===== src/design/ismcu_pkg.sv =====
// Shared command codes, widths, constants and helper functions of the integer execute unit.
package ismcu_pkg;

   localparam int unsigned DataWidth = 32;
   localparam int unsigned CrWidth   = 4;
   localparam int unsigned CmdWidth  = 4;

   // Request beat: cmd, a, b, imm, mask packed from bit 0, padded to whole bytes.
   localparam int unsigned ReqBits   = CmdWidth + 4 * DataWidth;
   localparam int unsigned ReqWidth  = ((ReqBits + 7) / 8) * 8;
   // Response beat: result, cond_field, carry, overflow, summary_overflow, padded.
   localparam int unsigned RspBits   = DataWidth + CrWidth + 3;
   localparam int unsigned RspWidth  = ((RspBits + 7) / 8) * 8;

   localparam logic [CmdWidth-1:0] CMD_SLW    = 4'd0;
   localparam logic [CmdWidth-1:0] CMD_SRW    = 4'd1;
   localparam logic [CmdWidth-1:0] CMD_SRAW   = 4'd2;
   localparam logic [CmdWidth-1:0] CMD_SRAWI  = 4'd3;
   localparam logic [CmdWidth-1:0] CMD_RLWINM = 4'd4;
   localparam logic [CmdWidth-1:0] CMD_RLWNM  = 4'd5;
   localparam logic [CmdWidth-1:0] CMD_CNTLZW = 4'd6;
   localparam logic [CmdWidth-1:0] CMD_MULHW  = 4'd7;
   localparam logic [CmdWidth-1:0] CMD_MULHWU = 4'd8;
   localparam logic [CmdWidth-1:0] CMD_MULLI  = 4'd9;
   localparam logic [CmdWidth-1:0] CMD_MULLWO = 4'd10;
   localparam logic [CmdWidth-1:0] CMD_CMP    = 4'd11;
   localparam logic [CmdWidth-1:0] CMD_CMPLW  = 4'd12;
   localparam logic [CmdWidth-1:0] CMD_RECORD = 4'd13;
   localparam logic [CmdWidth-1:0] CMD_NEGO   = 4'd14;
   localparam logic [CmdWidth-1:0] CMD_SUBF   = 4'd15;

   localparam logic [DataWidth-1:0] SIGN32 = 32'h8000_0000;
   localparam logic [DataWidth-1:0] ALL32  = 32'hffff_ffff;

   typedef struct packed {
      logic [CmdWidth-1:0]  cmd;
      logic [DataWidth-1:0] a;
      logic [DataWidth-1:0] b;
      logic [DataWidth-1:0] imm;
      logic [DataWidth-1:0] mask;
   } req_type;

   typedef struct packed {
      logic [DataWidth-1:0] result;
      logic [CrWidth-1:0]   cond_field;
      logic                 carry;
      logic                 overflow;
      logic                 summary_overflow;
   } rsp_type;

   // Leading zeros of one byte, 0 to 8.
   function automatic logic [3:0] clz8(input logic [7:0] v);
      logic [3:0] n;
      logic       found;
      n     = 4'd0;
      found = 1'b0;
      for (int i = 7; i >= 0; i--) begin
         if (v[i]) begin
            found = 1'b1;
         end else if (!found) begin
            n = n + 4'd1;
         end
      end
      return n;
   endfunction

   // Leading zeros of a word, 0 to 32: picks the first nonzero byte.
   function automatic logic [5:0] clz32(input logic [DataWidth-1:0] v);
      logic [5:0] n;
      if (v[31:24] != 8'd0) begin
         n = {2'b00, clz8(v[31:24])};
      end else if (v[23:16] != 8'd0) begin
         n = 6'd8 + {2'b00, clz8(v[23:16])};
      end else if (v[15:8] != 8'd0) begin
         n = 6'd16 + {2'b00, clz8(v[15:8])};
      end else begin
         n = 6'd24 + {2'b00, clz8(v[7:0])};
      end
      return n;
   endfunction

endpackage


===== src/design/integer_shift_multiply_compare_unit_core.sv =====
// Integer execute unit: shifts, rotate-and-mask, count leading zeros, multiplies, compares, negate, subtract.
//
//   Channel   Direction   Beat contents (from bit 0)
//   req_      in          cmd[3:0], a[35:4], b[67:36], imm[99:68], mask[131:100]
//   rsp_      out         result[31:0], cond_field[35:32], carry, overflow, summary_overflow
//
// One request beat is taken every cycle unless a stalled response holds a full input
// register. It is held in the input register, computed on its way into the result
// register and offered on rsp_ from there.
// The longest path is the 33x33 multiplier between those two registers.
// Reset clears both valid bits and the carry, overflow and summary overflow flags.
// A stalled response holds the whole pipe; the input register still refills
// in the cycle the response is taken.
module integer_shift_multiply_compare_unit_core
   import ismcu_pkg::*;
(
   input  logic                clock,
   input  logic                reset,
   input  logic                req_tvalid,
   output logic                req_tready,
   // cmd, a, b, imm, mask, zero padding
   input  logic [ReqWidth-1:0] req_tdata,
   output logic                rsp_tvalid,
   input  logic                rsp_tready,
   // result, cond_field, carry, overflow, summary_overflow, zero padding
   output logic [RspWidth-1:0] rsp_tdata
);

   logic    in_valid_ff, in_valid_in;
   req_type in_ff, in_in;
   logic    out_valid_ff, out_valid_in;
   rsp_type out_ff, out_in;
   logic    carry_ff, carry_in;
   logic    ov_ff, ov_in;
   logic    so_ff, so_in;
   logic    advance;

   logic [4:0]             sh_amt;
   logic [DataWidth-1:0]   low_bits;
   logic [DataWidth-1:0]   sra_res;
   logic                   lost;
   logic [2*DataWidth-1:0] rot_wide;
   logic [DataWidth-1:0]   rot_res;
   logic signed [DataWidth:0]     mul_x, mul_y;
   logic signed [2*DataWidth+1:0] prod;
   logic                   mul_ov;
   logic [DataWidth:0]     cmp_x, cmp_y;
   logic                   cmp_lt, cmp_eq;
   logic [CrWidth-1:0]     cr_val;
   logic [DataWidth-1:0]   res;
   logic [CrWidth-1:0]     crf;

   assign advance    = !out_valid_ff || rsp_tready;
   assign req_tready = !in_valid_ff || advance;

   always_comb begin
      in_valid_in = in_valid_ff;
      in_in       = in_ff;
      if (req_tready) begin
         in_valid_in = req_tvalid;
         in_in.cmd   = req_tdata[3:0];
         in_in.a     = req_tdata[35:4];
         in_in.b     = req_tdata[67:36];
         in_in.imm   = req_tdata[99:68];
         in_in.mask  = req_tdata[131:100];
      end
   end

   // Shared datapath pieces.
   always_comb begin
      sh_amt   = (in_ff.cmd == CMD_SRAWI || in_ff.cmd == CMD_RLWINM) ?
                 in_ff.imm[4:0] : in_ff.b[4:0];
      low_bits = ~(ALL32 << sh_amt);
      sra_res  = DataWidth'($signed(in_ff.a) >>> sh_amt);
      lost     = in_ff.a[31] && ((in_ff.a & low_bits) != '0);
      rot_wide = {in_ff.a, in_ff.a} << sh_amt;
      rot_res  = rot_wide[2*DataWidth-1:DataWidth];

      mul_x  = $signed({(in_ff.cmd != CMD_MULHWU) & in_ff.a[31], in_ff.a});
      if (in_ff.cmd == CMD_MULLI) begin
         mul_y = $signed({in_ff.imm[31], in_ff.imm});
      end else begin
         mul_y = $signed({(in_ff.cmd != CMD_MULHWU) & in_ff.b[31], in_ff.b});
      end
      prod   = mul_x * mul_y;
      mul_ov = !((&prod[63:31]) || (~|prod[63:31]));

      cmp_x  = {(in_ff.cmd != CMD_CMPLW) & in_ff.a[31], in_ff.a};
      if (in_ff.cmd == CMD_RECORD) begin
         cmp_y = '0;
      end else begin
         cmp_y = {(in_ff.cmd != CMD_CMPLW) & in_ff.b[31], in_ff.b};
      end
      cmp_lt = $signed(cmp_x) < $signed(cmp_y);
      cmp_eq = cmp_x == cmp_y;
      cr_val = {cmp_lt, !cmp_lt && !cmp_eq, cmp_eq, so_ff};
   end

   always_comb begin
      res      = '0;
      crf      = '0;
      carry_in = carry_ff;
      ov_in    = ov_ff;
      case (in_ff.cmd)
         CMD_SLW: begin
            res = in_ff.b[5] ? '0 : (in_ff.a << sh_amt);
         end
         CMD_SRW: begin
            res = in_ff.b[5] ? '0 : (in_ff.a >> sh_amt);
         end
         CMD_SRAW: begin
            if (in_ff.b[5]) begin
               carry_in = in_ff.a[31];
               res      = {DataWidth{in_ff.a[31]}};
            end else begin
               carry_in = lost;
               res      = sra_res;
            end
         end
         CMD_SRAWI: begin
            carry_in = lost;
            res      = sra_res;
         end
         CMD_RLWINM, CMD_RLWNM: begin
            res = rot_res & in_ff.mask;
         end
         CMD_CNTLZW: begin
            res = {{(DataWidth-6){1'b0}}, clz32(in_ff.a)};
         end
         CMD_MULHW, CMD_MULHWU: begin
            res = prod[2*DataWidth-1:DataWidth];
         end
         CMD_MULLI: begin
            res = prod[DataWidth-1:0];
         end
         CMD_MULLWO: begin
            ov_in = mul_ov;
            res   = prod[DataWidth-1:0];
         end
         CMD_CMP, CMD_CMPLW: begin
            crf = cr_val;
            res = {{(DataWidth-CrWidth){1'b0}}, cr_val};
         end
         CMD_RECORD: begin
            crf = cr_val;
            res = in_ff.a;
         end
         CMD_NEGO: begin
            ov_in = (in_ff.a == SIGN32);
            res   = '0 - in_ff.a;
         end
         default: begin
            res = in_ff.b - in_ff.a;
         end
      endcase
      so_in = so_ff | ov_in;

      if (!(advance && in_valid_ff)) begin
         carry_in = carry_ff;
         ov_in    = ov_ff;
         so_in    = so_ff;
      end
   end

   always_comb begin
      out_valid_in = out_valid_ff;
      out_in       = out_ff;
      if (advance) begin
         out_valid_in        = in_valid_ff;
         out_in.result       = res;
         out_in.cond_field   = crf;
         out_in.carry        = carry_in;
         out_in.overflow     = ov_in;
         out_in.summary_overflow = so_in;
      end
   end

   always_ff @(posedge clock) begin
      if (reset) begin
         in_valid_ff  <= 1'b0;
         out_valid_ff <= 1'b0;
         carry_ff     <= 1'b0;
         ov_ff        <= 1'b0;
         so_ff        <= 1'b0;
      end else begin
         in_valid_ff  <= in_valid_in;
         out_valid_ff <= out_valid_in;
         carry_ff     <= carry_in;
         ov_ff        <= ov_in;
         so_ff        <= so_in;
      end
   end

   always_ff @(posedge clock) begin
      in_ff  <= in_in;
      out_ff <= out_in;
   end

   assign rsp_tvalid = out_valid_ff;
   assign rsp_tdata  = {{(RspWidth-RspBits){1'b0}}, out_ff.summary_overflow, out_ff.overflow,
                        out_ff.carry, out_ff.cond_field, out_ff.result};

endmodule


===== config.mk =====
export PLATFORM = sky130hd
export DESIGN_NAME = integer_shift_multiply_compare_unit_core
export DESIGN_NICKNAME = d
export VERILOG_FILES = /design/src/design/ismcu_pkg.sv /design/src/design/integer_shift_multiply_compare_unit_core.sv
export SDC_FILE = /design/constraint.sdc
export NUM_CORES = 2
export LEC_CHECK = 0
export ABC_CLOCK_PERIOD_IN_PS = 16450
export BUFFER_PORTS_ARGS = -buffer_cell sky130_fd_sc_hd__buf_2
export CAP_MARGIN = 5
export CORE_MARGIN = 2
export CORE_UTILIZATION = 33
export CTS_CLUSTER_DIAMETER = 100
export DETAILED_ROUTE_END_ITERATION = 8
export HOLD_SLACK_MARGIN = 0.12
export PLACE_DENSITY = 0.52
export REMOVE_ABC_BUFFERS = 1
export SKIP_CTS_REPAIR_TIMING = 1
export SYNTH_ARGS = -nofsm -noshare
export SYNTH_HDL_FRONTEND = slang
export SYNTH_SLANG_ARGS = --single-unit

===== constraint.sdc =====
create_clock -name clock -period 16.45 [get_ports clock]
set_clock_uncertainty 0.1 [all_clocks]
set_input_delay 3.29 -clock clock [delete_from_list [all_inputs] [get_ports clock]]
set_output_delay 3.29 -clock clock [all_outputs]
set_load 0.03 [all_outputs]

-- Word-level counts from Yosys, hierarchy flattened
Cells that the tools add are included.
- reductions and logical operators: 25
- mux-type cells: 297
- add/subtract/negate cells: 33
- $lt $le $gt $ge: 1
- shift-type cells: 5
- equal/unequal tests: 18
- multipliers: 1
- bitwise operators: 8
- operator list (operator ; count):
    2-to-1 mux 4 bit ; 158
    one-hot mux 32 bit (11 select lines) ; 1
    2-to-1 mux 1 bit ; 127
    adder 4 x 1 -> 4 bit, second input constant ; 28
    2-to-1 mux 32 bit ; 3
    2-to-1 mux 33 bit ; 2
    bitwise AND 32 bit ; 2
    multiplier 33 x 33 -> 64 bit ; 1
    << shifter 64 x 5 -> 64 bit ; 1
    equality test 33 bit ; 1
    less-than comparator 33 bit ; 1
    AND reduction 33 bit ; 1
    OR reduction 33 bit ; 1
    equality test 32 bit, second input constant ; 1
    inverter 32 bit ; 1
    nonzero test 32 bit ; 1
    << shifter 32 x 5 -> 32 bit ; 1
    << shifter 32 x 5 -> 32 bit, first input constant ; 1
    >> shifter 32 x 5 -> 32 bit ; 1
    >>> shifter 32 x 5 -> 32 bit ; 1
    subtractor 1 x 32 -> 32 bit, first input constant ; 1
    subtractor 32 bit ; 1
    equality test 4 bit, second input constant ; 7
    nonzero test 8 bit ; 3
    other kinds (17) ; 42
- output and inout bits: 42
- input bits: 140
- register bits after elaboration: 176

-- Depth between registers and ports, before layout
- depth after elaboration: 59
- mapped depth: 39

-- Worst setup path after synthesis
Ideal clock, no wire load.
- kind: flip-flop to flip-flop
- start point: register in_ff[128] (netlist name)
- end point: register out_ff (netlist bit rsp_tdata[37]), data pin
- slack: 6.160 ns
- clock period less this slack: 10.290 ns
- data required time: 16.087 ns
- cell stages (with the launch flop): 36
- data arrival time: 9.927 ns
- setup time: 0.263 ns
- path through: edfxtp_1 buf_2 nor2b_1 and2_1 buf_2 clkbuf_1 clkbuf_1 mux2_2 clkbuf_1 nand2_1 inv_1 fa_1 fa_1 fa_1 inv_1 fa_1 inv_1 fa_1 fa_1 inv_1 fa_1 fa_1 inv_1 ha_1 a21o_1 o21bai_1 a31o_2 or2_1 or3_1 o21a_1 or3_1 a2111o_1 nor4_2 a311oi_1 nor2_1 a21oi_1
- cells in the longest elaborated chain, start to end: 10
- RTL lines (item ; line ; RTL):
    start, declared ; integer_shift_multiply_compare_unit_core.sv:30 ; req_type in_ff, in_in;
    start signal, assigned ; integer_shift_multiply_compare_unit_core.sv:195 ; in_ff <= in_in;
    inequality test 4 bit ; integer_shift_multiply_compare_unit_core.sv:79, integer_shift_multiply_compare_unit_core.sv:83 ;
    bitwise AND 1 bit ; integer_shift_multiply_compare_unit_core.sv:83 ; mul_y = $signed({(in_ff.cmd != CMD_MULHWU) & in_ff.b[31], in_ff.b});
    2-to-1 mux 33 bit ; integer_shift_multiply_compare_unit_core.sv:80 ; if (in_ff.cmd == CMD_MULLI) begin
    multiplier 33 x 33 -> 64 bit ; integer_shift_multiply_compare_unit_core.sv:85 ; prod = mul_x * mul_y;
    OR reduction 33 bit ; integer_shift_multiply_compare_unit_core.sv:86 ; mul_ov = !((&prod[63:31]) || (~|prod[63:31]));
    zero test 1 bit ; integer_shift_multiply_compare_unit_core.sv:86 ;
    logical OR 1 bit ; integer_shift_multiply_compare_unit_core.sv:86 ;
    zero test 1 bit ; integer_shift_multiply_compare_unit_core.sv:86 ;
    one-hot mux 1 bit (2 select lines) * ; integer_shift_multiply_compare_unit_core.sv:104 ; case (in_ff.cmd)
    2-to-1 mux 1 bit * ; integer_shift_multiply_compare_unit_core.sv:158 ; if (!(advance && in_valid_ff)) begin
    net ov_in ; integer_shift_multiply_compare_unit_core.sv:34 ; logic ov_ff, ov_in;
    end signal, assigned ; integer_shift_multiply_compare_unit_core.sv:196 ; out_ff <= out_in;
    end, declared ; integer_shift_multiply_compare_unit_core.sv:32 ; rsp_type out_ff, out_in;
The timed path passes the listed nets; every way through them passes the cells marked *.
A chain may end at the register's enable or synchronous reset.

-- Worst setup path in the final report
- start point: register in_ff[131] (netlist name)
- end point: register out_ff (netlist bit rsp_tdata[37]), data pin
The elaborated chain is that of the path after synthesis.

==> results.json <==
{
  "wirelength_um": 211000,
  "vias": 44762,
  "finalCritPeriodShare_pct": 77.2,
  "final.min_clock_period_ps": 12700,
  "die_x_um": 409,
  "clk_latency_ps": 500,
  "clk_pin_slew_ps": 80,
  "yosys_warnings": 0,
  "drc": 0,
  "io-pin-count": 182,
  "drv_cap": 0,
  "endpoint_kind": "flop",
  "die_h_um": 409,
  "ys_ff_latch": 176,
  "critPathMaxStageDelay_ps": 890,
  "slowest_stage": "fa_1",
  "start_util_pct": 33.3,
  "cp_max_fo": 22,
  "crit_top_cell": "fa_1",
  "setup_viol": 0,
  "cp.arrival_ps": 12930,
  "ant_nets": 0,
  "min_to": "rsp_tdata[36]",
  "max_freq_ghz": 0.0788,
  "hp-start": "carry_ff",
  "holdCritPathClass": "flop to flop",
  "rsz0062_at_grt": "no",
  "critPathLaunchType": "flop",
  "grt_max_degree": 69,
  "tns_ps": 0,
  "reg2reg_slack_ps": 3750,
  "cts_tree": "yes",
  "gr-total-overflow": 0,
  "area_growth_pct": 7.42,
  "worstPathRequired_ps": 16680,
  "grt_pass1_wl_um": 314000,
  "drive_gt1_share_pct": 7.95,
  "rows": 148,
  "cts_buffers": 17,
  "synth_cells": 6107,
  "hold_ws_ps": 512,
  "grt_pass1_vias": 46506,
  "first_pass_iters": 6,
  "gp_congestion": 1.02,
  "slew_headroom_pct": 9.19,
  "h-tree-depth": 4,
  "drtIter0Drc": 3908,
  "worst_slew_pin_slew_ps": 1350,
  "post_drt_wl_per_cell_um": 25.5,
  "dp_hpwl_um": 169000,
  "via_per_inst": 5.41,
  "clock-root-buffer": "clkbuf_16",
  "die_area_mm2": 0.167,
  "cts.sinks": 176,
  "ys_seq_area_share_pct": 9.66,
  "slew_violations": 0,
  "avgSynthCellArea_um2": 8.87,
  "async_flop_share_pct": 0,
  "final_common_cell": "inv_1",
  "grt_use_total_pct": 25.2,
  "timing.rr.start": "in_ff[131]",
  "antenna_found_initial": 11,
  "r2r_cells": 31,
  "io_buffers": 176,
  "criticalPathCategory": "flop to flop",
  "clockBufferDepth": 2,
  "layout_common_cells": "inv_1, fa_1, nand2_1, nor2_1, ha_1",
  "status": "finished, final reports clean",
  "whs_path_depth": 2,
  "layout.nets": 7633,
  "synth_cell_types": 90,
  "hold_viol": 0,
  "core-area_mm2": 0.163,
  "synth_edf_count": 171,
  "rr_endpoint": "rsp_tdata[37]",
  "finish.utilization_pct": 35.7,
  "ys.flop_type": "edfxtp_1",
  "netlist_area_mm2": 0.0542
}
per-stage QoR:
stage / worst slack [ps] / area [µm²] / cells
floorplan: 5140 / 52800 / 5741
global placement: 4020 / 57500 / 8230
detailed placement: 3960 / 57500 / 8230
CTS: 3910 / 58200 / 8262
global route: 3280 / 58200 / 8264
finish: 3750 / 58200 / 8267
Yosys cell counts, types with 32 or more instances:
library cell	n	area share [%]
a21oi_1	210	1.9
fa_1	1126	42
nor2_1	401	2.8
o21ai_0	167	1.5
edfxtp_1	171	9.5
nand2_1	955	6.6
and2_1	229	2.6
mux2_2	46	0.96
mux2i_1	137	2.5
nand3_1	60	0.55
nor3_1	56	0.52
mux4_2	37	1.5
nand4_1	37	0.43
clkbuf_1	328	2.3
ha_1	293	6.8
a31oi_1	32	0.37
a21o_1	41	0.57
inv_1	1148	8.0
xnor2_1	70	1.1
sequential cells by signal, indices dropped and copies added, names as in the netlist:
register	cells
in_ff	100
cmp_x	32
ov_ff	1
rsp_tdata	39
rsp_tvalid	1
in_valid_ff	1
carry_ff	1
so_ff	1
cells by family after synthesis:
family | Yosys count | synth area share, %
simple gates | 1897 | 15.5
xor+xnor | 100 | 1.62
compound gates | 760 | 9.08
fa+ha+maj | 1419 | 48.4
mux | 222 | 5.07
flops | 176 | 9.66
other cells | 1 | 0.00692
buf+inv | 1532 | 10.7
final cells by class:
| type | instances | area [µm²] |
|---|---|---|
| tap | 2175 | 2720 |
| fill | 16948 | 105000 |
| clock buffer | 17 | 425 |
| inverter | 1166 | 4380 |
| antenna | 5 | 12.5 |
| multi-input combinational | 4399 | 43300 |
| timing repair buffer | 314 | 1930 |
| sequential | 176 | 5240 |
| clock inverter | 15 | 231 |
worst max-delay path, delay by kind of cell (launching register included):
family	cells	cell delay, ps
fa+ha+maj	9	5160
compound gates	6	2460
simple gates	8	1820
buf+inv	6	1720
mux	1	490
xor+xnor	1	360
flops	1	330
how the worst max path moves through the flow:
stage / to / start / slack (ps) / depth (start not counted)
detailed placement: rsp_tdata[37] / in_ff[129] / 3960 / 31
global placement: rsp_tdata[37] / in_ff[129] / 4020 / 31
CTS: rsp_tdata[37] / in_ff[129] / 3910 / 31
finish: rsp_tdata[37] / in_ff[131] / 3750 / 31
floorplan: rsp_tdata[37] / in_ff[131] / 5140 / 29
global route: rsp_tdata[37] / in_ff[129] / 3280 / 31
per-layer routing:
metal / vias up / share of wire, % / GRT usage, %
met1: 23247 / 42 / 34.5
met2: 2041 / 45 / 39.4
met5: - / 0.010 / 0
met3: 386 / 8.2 / 4.62
met4: 4 / 4.5 / 10.1
li1: 19084 / - / -
Power is left out: the tool's default activity adds up to more than one toggle a clock period on the data nets, which glitch-free logic cannot reach.
